## config.mk

```make
export PLATFORM = sky130hd
export DESIGN_NAME = hsv_hsl_to_rgb
export DESIGN_NICKNAME = d
export VERILOG_FILES = /design/src/sv/hhr_pkg.sv /design/src/sv/hhr_prep.sv /design/src/sv/hhr_chroma.sv /design/src/sv/hhr_mix.sv /design/src/sv/hsv_hsl_to_rgb.sv
export VERILOG_INCLUDE_DIRS = /design/src /design/src/sv
export SDC_FILE = /design/constraint.sdc
export NUM_CORES = 2
export LEC_CHECK = 0
export BUFFER_PORTS_ARGS = -buffer_cell sky130_fd_sc_hd__buf_2
export CAP_MARGIN = 20
export CORE_MARGIN = 5
export CORE_UTILIZATION = 25
export CTS_CLUSTER_SIZE = 10
export DETAILED_ROUTE_END_ITERATION = 6
export PLACE_DENSITY = 0.45
export SYNTH_ARGS = -nofsm -noshare
export SYNTH_HDL_FRONTEND = slang
export SYNTH_SLANG_ARGS = --single-unit
```

## constraint.sdc

```tcl
create_clock -name clock -period 16.15 [get_ports clock]
set_input_delay 3.23 -clock clock [delete_from_list [all_inputs] [get_ports clock]]
set_output_delay 3.23 -clock clock [all_outputs]
set_load 0.05 [all_outputs]
```

## src/sv/hsv_hsl_to_rgb_macros.svh

```systemverilog
// ----------------------------------------------------------------------------
// hsv_hsl_to_rgb_macros.svh
// assertion macros shared by the color converter modules
// ----------------------------------------------------------------------------
`ifndef HSV_HSL_TO_RGB_MACROS_SVH
`define HSV_HSL_TO_RGB_MACROS_SVH

// condition must hold at every clock edge outside reset
`define HHR_ASSERT_ALWAYS(label, clk, rst, expr) \
   label: assert property (@(posedge clk) disable iff (rst) (expr)) \
      else $error("hhr assertion failed");

// when pre holds, post must hold in the next cycle
`define HHR_ASSERT_NEXT(label, clk, rst, pre, post) \
   label: assert property (@(posedge clk) disable iff (rst) (pre) |=> (post)) \
      else $error("hhr assertion failed");

`endif

```

## src/sv/hhr_pkg.sv

```systemverilog
// ----------------------------------------------------------------------------
// hhr_pkg
// types and constants of the hsv/hsl to rgb color converter
// ----------------------------------------------------------------------------
`timescale 1ns / 1ps
`default_nettype none

package hhr_pkg;

   localparam int FRACTION_BITS = 12;

   // 1.0 in saturation / level units
   localparam logic [12:0] ONE_FRAC  = 13'd4096;
   localparam logic [12:0] HALF_FRAC = 13'd2048;

   // hue constants in 1/64 degree
   localparam logic signed [17:0] HUE_FULL_S  = 18'sd23040;
   localparam logic signed [17:0] HUE_TWICE_S = 18'sd46080;
   localparam logic [14:0]        HUE_SECTOR  = 15'd3840;

   // color space select
   localparam logic OP_HSV = 1'b0;
   localparam logic OP_HSL = 1'b1;

   typedef struct packed {
      logic               op;
      logic signed [15:0] hue;
      logic [12:0]        saturation;
      logic [12:0]        level;
   } req_type;

   typedef struct packed {
      logic [7:0] red;
      logic [7:0] green;
      logic [7:0] blue;
   } rsp_type;

   // products and hue split after the front end
   typedef struct packed {
      logic        op;
      logic [2:0]  sector;
      logic [11:0] tfrac;
      logic [12:0] lvl;
      logic [24:0] p_sl;
      logic [23:0] p_smn;
   } prep_type;

   // channel terms scaled by the sector width
   typedef struct packed {
      logic [2:0]  sector;
      logic [36:0] x;
      logic [36:0] mz;
      logic [36:0] vf;
   } chroma_type;

endpackage

`default_nettype wire

```

## src/sv/hhr_prep.sv

```systemverilog
// ----------------------------------------------------------------------------
// hhr_prep
// input clamp, hue wrap, sector split and first products (two stages)
// ----------------------------------------------------------------------------
`timescale 1ns / 1ps
`default_nettype none

`include "hsv_hsl_to_rgb_macros.svh"

module hhr_prep (
   input  logic              clock,
   input  logic              reset,
   input  logic              in_valid,
   output logic              in_stall,
   input  hhr_pkg::req_type  in_data,
   output logic              out_valid,
   input  logic              out_stall,
   output hhr_pkg::prep_type out_data
);

   logic              a_vld_ff, a_vld_in;
   logic              a_op_ff;
   logic [12:0]       a_sat_ff, a_sat_in;
   logic [12:0]       a_lvl_ff, a_lvl_in;
   logic [14:0]       a_hue_ff, a_hue_in;
   logic              b_vld_ff, b_vld_in;
   hhr_pkg::prep_type b_data_ff, b_data_in;
   logic              adv_a, adv_b;
   logic signed [17:0] hs, hwrap;
   logic [14:0]       base;
   logic [2:0]        sec;
   logic [14:0]       frac_w;
   logic [11:0]       frac;
   logic [11:0]       mn;
   logic [25:0]       p_sl_w;
   logic [24:0]       p_smn_w;

   // stage advance, a stage moves when empty or its successor moves
   assign adv_b    = !b_vld_ff || !out_stall;
   assign adv_a    = !a_vld_ff || adv_b;
   assign in_stall = !adv_a;

   // hue wrap into one turn and fraction clamp
   always_comb begin
      hs = {{2{in_data.hue[15]}}, in_data.hue};
      if (hs < -hhr_pkg::HUE_FULL_S) begin
         hwrap = hs + hhr_pkg::HUE_TWICE_S;
      end else if (hs < 18'sd0) begin
         hwrap = hs + hhr_pkg::HUE_FULL_S;
      end else if (hs >= hhr_pkg::HUE_FULL_S) begin
         hwrap = hs - hhr_pkg::HUE_FULL_S;
      end else begin
         hwrap = hs;
      end
      a_hue_in = hwrap[14:0];
      a_sat_in = (in_data.saturation > hhr_pkg::ONE_FRAC) ? hhr_pkg::ONE_FRAC
                                                         : in_data.saturation;
      a_lvl_in = (in_data.level > hhr_pkg::ONE_FRAC) ? hhr_pkg::ONE_FRAC
                                                    : in_data.level;
   end

   // sector, position in sector, min(l, 1-l) and products
   always_comb begin
      if (a_hue_ff >= 15'(5 * hhr_pkg::HUE_SECTOR)) begin
         sec = 3'd5;
      end else if (a_hue_ff >= 15'(4 * hhr_pkg::HUE_SECTOR)) begin
         sec = 3'd4;
      end else if (a_hue_ff >= 15'(3 * hhr_pkg::HUE_SECTOR)) begin
         sec = 3'd3;
      end else if (a_hue_ff >= 15'(2 * hhr_pkg::HUE_SECTOR)) begin
         sec = 3'd2;
      end else if (a_hue_ff >= hhr_pkg::HUE_SECTOR) begin
         sec = 3'd1;
      end else begin
         sec = 3'd0;
      end
      base   = 15'(sec * hhr_pkg::HUE_SECTOR);
      frac_w = a_hue_ff - base;
      frac   = frac_w[11:0];
      mn     = (a_lvl_ff < hhr_pkg::HALF_FRAC) ? a_lvl_ff[11:0]
                                               : 12'(hhr_pkg::ONE_FRAC - a_lvl_ff);
      p_sl_w  = {13'd0, a_sat_ff} * {13'd0, a_lvl_ff};
      p_smn_w = {12'd0, a_sat_ff} * {13'd0, mn};
      b_data_in.op     = a_op_ff;
      b_data_in.sector = sec;
      b_data_in.tfrac  = sec[0] ? 12'(hhr_pkg::HUE_SECTOR[11:0] - frac) : frac;
      b_data_in.lvl    = a_lvl_ff;
      b_data_in.p_sl   = p_sl_w[24:0];
      b_data_in.p_smn  = p_smn_w[23:0];
   end

   // valid bits
   assign a_vld_in = adv_a ? in_valid : a_vld_ff;
   assign b_vld_in = adv_b ? a_vld_ff : b_vld_ff;

   always_ff @(posedge clock) begin
      if (reset) begin
         a_vld_ff <= 1'b0;
         b_vld_ff <= 1'b0;
      end else begin
         a_vld_ff <= a_vld_in;
         b_vld_ff <= b_vld_in;
      end
   end

   // payload registers
   always_ff @(posedge clock) begin
      if (adv_a && in_valid) begin
         a_op_ff  <= in_data.op;
         a_sat_ff <= a_sat_in;
         a_lvl_ff <= a_lvl_in;
         a_hue_ff <= a_hue_in;
      end
      if (adv_b && a_vld_ff) begin
         b_data_ff <= b_data_in;
      end
   end

   assign out_valid = b_vld_ff;
   assign out_data  = b_data_ff;

   `HHR_ASSERT_ALWAYS(a_hue_wrapped, clock, reset,
      !a_vld_ff || (a_hue_ff < hhr_pkg::HUE_FULL_S[14:0]))
   `HHR_ASSERT_ALWAYS(b_sector_range, clock, reset,
      !b_vld_ff || (b_data_ff.sector <= 3'd5))

endmodule

`default_nettype wire

```

## src/sv/hhr_chroma.sv

```systemverilog
// ----------------------------------------------------------------------------
// hhr_chroma
// value and chroma, then intermediate and offset terms (two stages)
// ----------------------------------------------------------------------------
`timescale 1ns / 1ps
`default_nettype none

`include "hsv_hsl_to_rgb_macros.svh"

module hhr_chroma (
   input  logic                clock,
   input  logic                reset,
   input  logic                in_valid,
   output logic                in_stall,
   input  hhr_pkg::prep_type   in_data,
   output logic                out_valid,
   input  logic                out_stall,
   output hhr_pkg::chroma_type out_data
);

   logic                c_vld_ff, c_vld_in;
   logic [2:0]          c_sector_ff;
   logic [11:0]         c_t_ff;
   logic [24:0]         c_v_ff, c_v_in;
   logic [24:0]         c_c_ff, c_c_in;
   logic                d_vld_ff, d_vld_in;
   hhr_pkg::chroma_type d_data_ff, d_data_in;
   logic                adv_c, adv_d;
   logic [24:0]         l12, c2, d;

   assign adv_d    = !d_vld_ff || !out_stall;
   assign adv_c    = !c_vld_ff || adv_d;
   assign in_stall = !adv_c;

   // hsv value and chroma in units of 2^-24
   always_comb begin
      l12 = {in_data.lvl, 12'd0};
      c2  = {in_data.p_smn, 1'b0};
      if (in_data.op == hhr_pkg::OP_HSV) begin
         c_v_in = l12;
         c_c_in = in_data.p_sl;
      end else begin
         c_v_in = l12 + {1'b0, in_data.p_smn};
         if (c_v_in == 25'd0) begin
            c_c_in = 25'd0;
         end else if (c2 > c_v_in) begin
            c_c_in = c_v_in;
         end else begin
            c_c_in = c2;
         end
      end
   end

   // intermediate term and offsets, all times the sector width
   always_comb begin
      d                = c_v_ff - c_c_ff;
      d_data_in.sector = c_sector_ff;
      d_data_in.x      = {12'd0, c_c_ff} * {25'd0, c_t_ff};
      d_data_in.mz     = {d, 12'd0} - {4'd0, d, 8'd0};
      d_data_in.vf     = {c_v_ff, 12'd0} - {4'd0, c_v_ff, 8'd0};
   end

   assign c_vld_in = adv_c ? in_valid : c_vld_ff;
   assign d_vld_in = adv_d ? c_vld_ff : d_vld_ff;

   always_ff @(posedge clock) begin
      if (reset) begin
         c_vld_ff <= 1'b0;
         d_vld_ff <= 1'b0;
      end else begin
         c_vld_ff <= c_vld_in;
         d_vld_ff <= d_vld_in;
      end
   end

   always_ff @(posedge clock) begin
      if (adv_c && in_valid) begin
         c_sector_ff <= in_data.sector;
         c_t_ff      <= in_data.tfrac;
         c_v_ff      <= c_v_in;
         c_c_ff      <= c_c_in;
      end
      if (adv_d && c_vld_ff) begin
         d_data_ff <= d_data_in;
      end
   end

   assign out_valid = d_vld_ff;
   assign out_data  = d_data_ff;

   `HHR_ASSERT_ALWAYS(c_chroma_le_value, clock, reset, !c_vld_ff || (c_c_ff <= c_v_ff))

endmodule

`default_nettype wire

```

## src/sv/hhr_mix.sv

```systemverilog
// ----------------------------------------------------------------------------
// hhr_mix
// channel placement by sector, then scale to 8 bits with rounding (two stages)
// ----------------------------------------------------------------------------
`timescale 1ns / 1ps
`default_nettype none

`include "hsv_hsl_to_rgb_macros.svh"

module hhr_mix (
   input  logic                clock,
   input  logic                reset,
   input  logic                in_valid,
   output logic                in_stall,
   input  hhr_pkg::chroma_type in_data,
   output logic                out_valid,
   input  logic                out_stall,
   output hhr_pkg::rsp_type    out_data
);

   logic             e_vld_ff, e_vld_in;
   logic [36:0]      e_r_ff, e_r_in;
   logic [36:0]      e_g_ff, e_g_in;
   logic [36:0]      e_b_ff, e_b_in;
   logic             f_vld_ff, f_vld_in;
   hhr_pkg::rsp_type f_data_ff, f_data_in;
   logic             adv_e, adv_f;
   logic [36:0]      val_c, val_x, val_z;

   assign adv_f    = !f_vld_ff || !out_stall;
   assign adv_e    = !e_vld_ff || adv_f;
   assign in_stall = !adv_e;

   // value * 255 / (2^24 * 3840) is value * 17 / 2^32; add half, then saturate
   function automatic logic [7:0] scale_chan(input logic [36:0] val);
      logic [41:0] w;
      w = {5'd0, val} + {1'b0, val, 4'd0} + {10'd1, 32'd0} - {10'd0, 32'h8000_0000};
      return (w[41:32] > 10'd255) ? 8'd255 : w[39:32];
   endfunction

   // place chroma, intermediate and zero terms, each plus the offset, by sector
   always_comb begin
      val_c = in_data.vf;
      val_x = in_data.x + in_data.mz;
      val_z = in_data.mz;
      case (in_data.sector)
         3'd0: begin
            e_r_in = val_c; e_g_in = val_x; e_b_in = val_z;
         end
         3'd1: begin
            e_r_in = val_x; e_g_in = val_c; e_b_in = val_z;
         end
         3'd2: begin
            e_r_in = val_z; e_g_in = val_c; e_b_in = val_x;
         end
         3'd3: begin
            e_r_in = val_z; e_g_in = val_x; e_b_in = val_c;
         end
         3'd4: begin
            e_r_in = val_x; e_g_in = val_z; e_b_in = val_c;
         end
         default: begin
            e_r_in = val_c; e_g_in = val_z; e_b_in = val_x;
         end
      endcase
   end

   always_comb begin
      f_data_in.red   = scale_chan(e_r_ff);
      f_data_in.green = scale_chan(e_g_ff);
      f_data_in.blue  = scale_chan(e_b_ff);
   end

   assign e_vld_in = adv_e ? in_valid : e_vld_ff;
   assign f_vld_in = adv_f ? e_vld_ff : f_vld_ff;

   always_ff @(posedge clock) begin
      if (reset) begin
         e_vld_ff <= 1'b0;
         f_vld_ff <= 1'b0;
      end else begin
         e_vld_ff <= e_vld_in;
         f_vld_ff <= f_vld_in;
      end
   end

   always_ff @(posedge clock) begin
      if (adv_e && in_valid) begin
         e_r_ff <= e_r_in;
         e_g_ff <= e_g_in;
         e_b_ff <= e_b_in;
      end
      if (adv_f && e_vld_ff) begin
         f_data_ff <= f_data_in;
      end
   end

   assign out_valid = f_vld_ff;
   assign out_data  = f_data_ff;

   `HHR_ASSERT_NEXT(e_held_on_stall, clock, reset, e_vld_ff && !adv_e, e_vld_ff)
   `HHR_ASSERT_NEXT(e_moves_to_f, clock, reset, e_vld_ff && adv_f, f_vld_ff)

endmodule

`default_nettype wire

```

## src/sv/hsv_hsl_to_rgb.sv

```systemverilog
// six register stages with per-stage valid: a, b (prep), c, d (chroma), e, f (mix)
// throughput: one transaction per cycle while rsp_stall is low
// a stalled response holds only the stages that are full; bubbles close up
// reset clears the valid bits only; no clearing pass, ready right after reset
// ----------------------------------------------------------------------------
// hsv_hsl_to_rgb
// hsv / hsl color to 8-bit rgb converter, top level
// ----------------------------------------------------------------------------
`timescale 1ns / 1ps
`default_nettype none

module hsv_hsl_to_rgb (
   input  logic             clock,
   input  logic             reset,
   input  logic             req_valid,
   output logic             req_stall,
   input  hhr_pkg::req_type req_data,
   output logic             rsp_valid,
   input  logic             rsp_stall,
   output hhr_pkg::rsp_type rsp_data
);

   logic                prep_valid, prep_stall;
   hhr_pkg::prep_type   prep_data;
   logic                chroma_valid, chroma_stall;
   hhr_pkg::chroma_type chroma_data;

   // front end: clamp, wrap, products
   hhr_prep u_prep (
      .clock     (clock),
      .reset     (reset),
      .in_valid  (req_valid),
      .in_stall  (req_stall),
      .in_data   (req_data),
      .out_valid (prep_valid),
      .out_stall (prep_stall),
      .out_data  (prep_data)
   );

   // value, chroma and scaled terms
   hhr_chroma u_chroma (
      .clock     (clock),
      .reset     (reset),
      .in_valid  (prep_valid),
      .in_stall  (prep_stall),
      .in_data   (prep_data),
      .out_valid (chroma_valid),
      .out_stall (chroma_stall),
      .out_data  (chroma_data)
   );

   // channel placement and 8-bit output
   hhr_mix u_mix (
      .clock     (clock),
      .reset     (reset),
      .in_valid  (chroma_valid),
      .in_stall  (chroma_stall),
      .in_data   (chroma_data),
      .out_valid (rsp_valid),
      .out_stall (rsp_stall),
      .out_data  (rsp_data)
   );

endmodule

`default_nettype wire

```

==> impl_metrics.yaml <==
outcome:
  run_status: "completed"
drt:
  finalWirelength_um: 129000
  wl_met3_um: 3950
  met1Wirelength_um: 58800
  via_per_inst: 4.56
  routedWlPerCell_um: 17.4
  vias: 33700
  drcViolationCount: 0
  drt_iter0_markers: 1916
  top_layer: "met4"
  dr.pass1.iters: 5
  dr_wl_met2_um: 63600
  ant_nets: 0
floorplanning:
  rows: 159
  fp.dieH_um: 443
  core_area_mm2: 0.187
  dieArea_mm2: 0.196
  die-width_um: 443
  io_pins: 73
  start_util_pct: 25.1
setup_path:
  worstPathArrival_ns: 4.64
  crit_type: "in -> out"
  r2r_cells: 23
  cp_slowest_cell: "and3_1"
  cp_num_cells: 6
  cp_num_buf_inv: 3
  r2r_slack_ns: 8.84
  crit_path_max_incr_delay_ns: 0.39
  crit_fanout: 5
  cp.required_ns: 12.92
  end_kind: "output port"
  worstSetupStartpointType: "primary input"
  cp_cell_sequence: "buf_2, and3_1, and3_1, nand3_1, inv_1, buf_2"
  cp_top_family: "simple AND/OR/NAND/NOR gates"
layout:
  nFillCells: 19700
  syn2layout_area_growth_pct: 10.9
  final_cell_mix: "inv_1, nand2_1, ha_1, fa_1, edfxtp_1"
  final_cells: 7394
  finalInstanceArea_mm2: 0.0520
  drive_gt1_share_pct: 5.55
  nets: 5916
  final_common_cell: "inv_1"
power:
  vdd_ir_drop_max_v: 0.000160
  p_sw_share_pct: 46.6
  cell_internal_pwr_w: 0.00540
  power.share.clock_pct: 12.2
  p_seq_share_pct: 18.9
  p_leak_nw: 23.2
  total_power_w: 0.0101
  p_switching_w: 0.00471
  combPwrFrac_pct: 68.9
  power_density_mw_per_mm2: 194
sta:
  finalHoldViolCount: 0
  worstMarginPinSlew_ns: 1.13
  setup_viol: 0
  min_period_ns: 7.87
  fin_crit_sh_pct: 48.7
  rsz0062_at_grt: "false"
  maxSlewHeadroom_pct: 24.6
  fin_ws_ns: 8.28
  fmax_mhz: 127
  fin_setup_tns_ns: 0
  finClkSkew_ns: 0.0647
  slew_viol_final: 0
clock_tree:
  cts_inserted_buffers: 56
  cts_tree: "done"
  root_buffer: "clkbuf_16"
  path_clk_slew_ns: 0.06
  cts.sinks: 423
  hold_buffers: 0
  cts_setup_buffers: 0
  cts.path.max_buffers: 3
  cts_resized: 0
  clkLatencyLatePin_ns: 0.68
  htree_levels: 2
placed_design:
  place.gp.congestion: 0.820
  place_area_mm2: 0.0502
  place.detailed.hpwl_um: 102000
  dpl.cell_count: 7292
  numPortBuffers: 72
  place_ws_ns: 8.28
grt:
  antenna_found_initial: 0
  grt_pass1_wl_um: 203000
  grt_start_max_net_pins: 68
  track_usage_pct: 13.0
  overflow: 0
  first_global_vias: 35200
job:
  maxCapViolCount: 0
synthesis:
  synth.distinct_cells: 78
  async_flop_share_pct: 0
  syn-cell-area_mm2: 0.0469
  synth_warnings: 0
  synth_edf_count: 417
  seq_area_frac_synth_pct: 26.9
  synthFlopType: "edfxtp_1"
  ys_seq_elements: 423
  syn_avg_cell_area_um2: 9.64
  synth_fp_nets: 5923
  synthCells: 4866
worst_hold_path:
  worstHoldPathType: "reg -> reg"
  whs_path_depth: 0
-- final cells by class --
class	instances	area, um^2	area share (%)
clock inverters	27	324	0.623
repair buffers	126	833	1.60
flip-flops and latches	423	12600	24.3
diodes	2	5.00	0.00962
multi-input cells	3543	31000	59.6
clock buffers	69	1450	2.79
well taps	2495	3120	6.00
inverters	709	2660	5.11
-- sequential cells by signal, indices dropped and copies added (netlist names) --
name                  flops
u_chroma.c_sector_ff      3
u_mix.e_r_ff             37
u_mix.e_vld_ff            1
u_prep.a_vld_ff           1
u_chroma.out_valid        1
u_chroma.c_t_ff          12
u_prep.out_valid          1
u_mix.e_g_ff             37
u_prep.a_op_ff            1
u_prep.a_hue_ff          15
u_mix.e_b_ff             37
u_mix.out_data           24
u_chroma.c_c_ff          25
u_mix.out_valid           1
u_prep.a_sat_ff          13
u_prep.out_data          77
u_chroma.c_v_ff          25
u_chroma.out_data        98
u_chroma.c_vld_ff         1
u_prep.a_lvl_ff          13
-- synthesized netlist by cell type (8+ instances only) --
master	instances	area, um^2
inv_1	709	2660
nand2_1	603	2260
ha_1	546	6830
fa_1	464	9290
edfxtp_1	417	12500
a21oi_1	253	1270
nor2_1	226	848
and2_1	224	1400
clkbuf_1	179	672
o21ai_0	150	751
xnor2_1	143	1250
a21o_1	108	811
xor2_1	82	718
nor2b_1	69	432
nor3_1	50	250
o22ai_1	42	263
mux2i_1	40	400
nand3_1	40	200
a31oi_1	37	231
and3_1	37	231
mux2_2	36	405
a211oi_1	33	248
a22oi_1	32	240
nand2b_1	30	188
o21bai_1	30	225
nand4_1	28	175
o21a_1	25	188
a221oi_1	17	149
o211ai_1	15	113
o31ai_1	14	105
a21boi_0	13	97.6
or2_2	13	81.3
buf_1	10	37.5
nor4_1	10	62.6
or3_1	10	62.6
a211o_1	9	78.8
a41o_1	9	90.1
and4_1	9	78.8
a221o_1	8	80.1
nor3b_1	8	60.1
-- through the flow --
step / util, % / hold WS (ns)
6_report: 27.8 / 0.415
4_1_cts: 27.7 / 0.411
5_1_grt: 27.8 / 0.425
3_5_place_dp: 26.8 / 0.406
3_3_place_gp: 26.8 / 0.406
2_1_floorplan: - / 0.400
-- logic make-up after synthesis --
| logic type | Yosys count | share of synthesized area (%) |
|---|---|---|
| buffers and inverters | 900 | 7.23 |
| AO/OA/AOI/OAI | 850 | 11.6 |
| flip-flops | 423 | 26.9 |
| multiplexers | 76 | 1.72 |
| AND/OR/NAND/NOR | 1381 | 14.0 |
| adder cells (fa/ha/maj) | 1011 | 34.4 |
| XOR/XNOR | 225 | 4.20 |
-- worst reg2reg max path: cells and delay by family, from the launching register on --
kind                       cells  cell delay, ns
DFF                            1            0.62
buffers and inverters          4            0.32
AOI/OAI and AO/OA              6            1.74
adders and majority gates      6            3.02
and+or+nand+nor                7            1.34
-- power by group through the flow --
stage	Sequential (W)	Combinational (W)	Clock (W)
final	0.00191	0.00697	0.00123
after global routing	0.00193	0.00797	0.00132
after floorplan	0.00180	0.00531	0
after detailed placement	0.00195	0.00699	0
after global placement	0.00195	0.00696	0
after CTS	0.00192	0.00704	0.00128
-- final timing paths --
| check | endpoint | from |
|---|---|---|
| min reg2reg | u_chroma.c_t_ff[9] | u_prep.out_data[71] |
| min | u_chroma.c_t_ff[9] | u_prep.out_data[71] |
| max reg2reg | u_prep.out_data[22] | u_prep.a_lvl_ff[1] |
| max | req_stall | rsp_stall |
-- layer usage --
layer | vias to the layer above | GRT usage [%]
met1 | 16700 | 17.0
met4 | 0 | 2.88
met5 | - | 0
met3 | 115 | 1.38
li1 | 16300 | -
met2 | 561 | 23.1
Note: power is estimated with default switching activity, not from simulation.
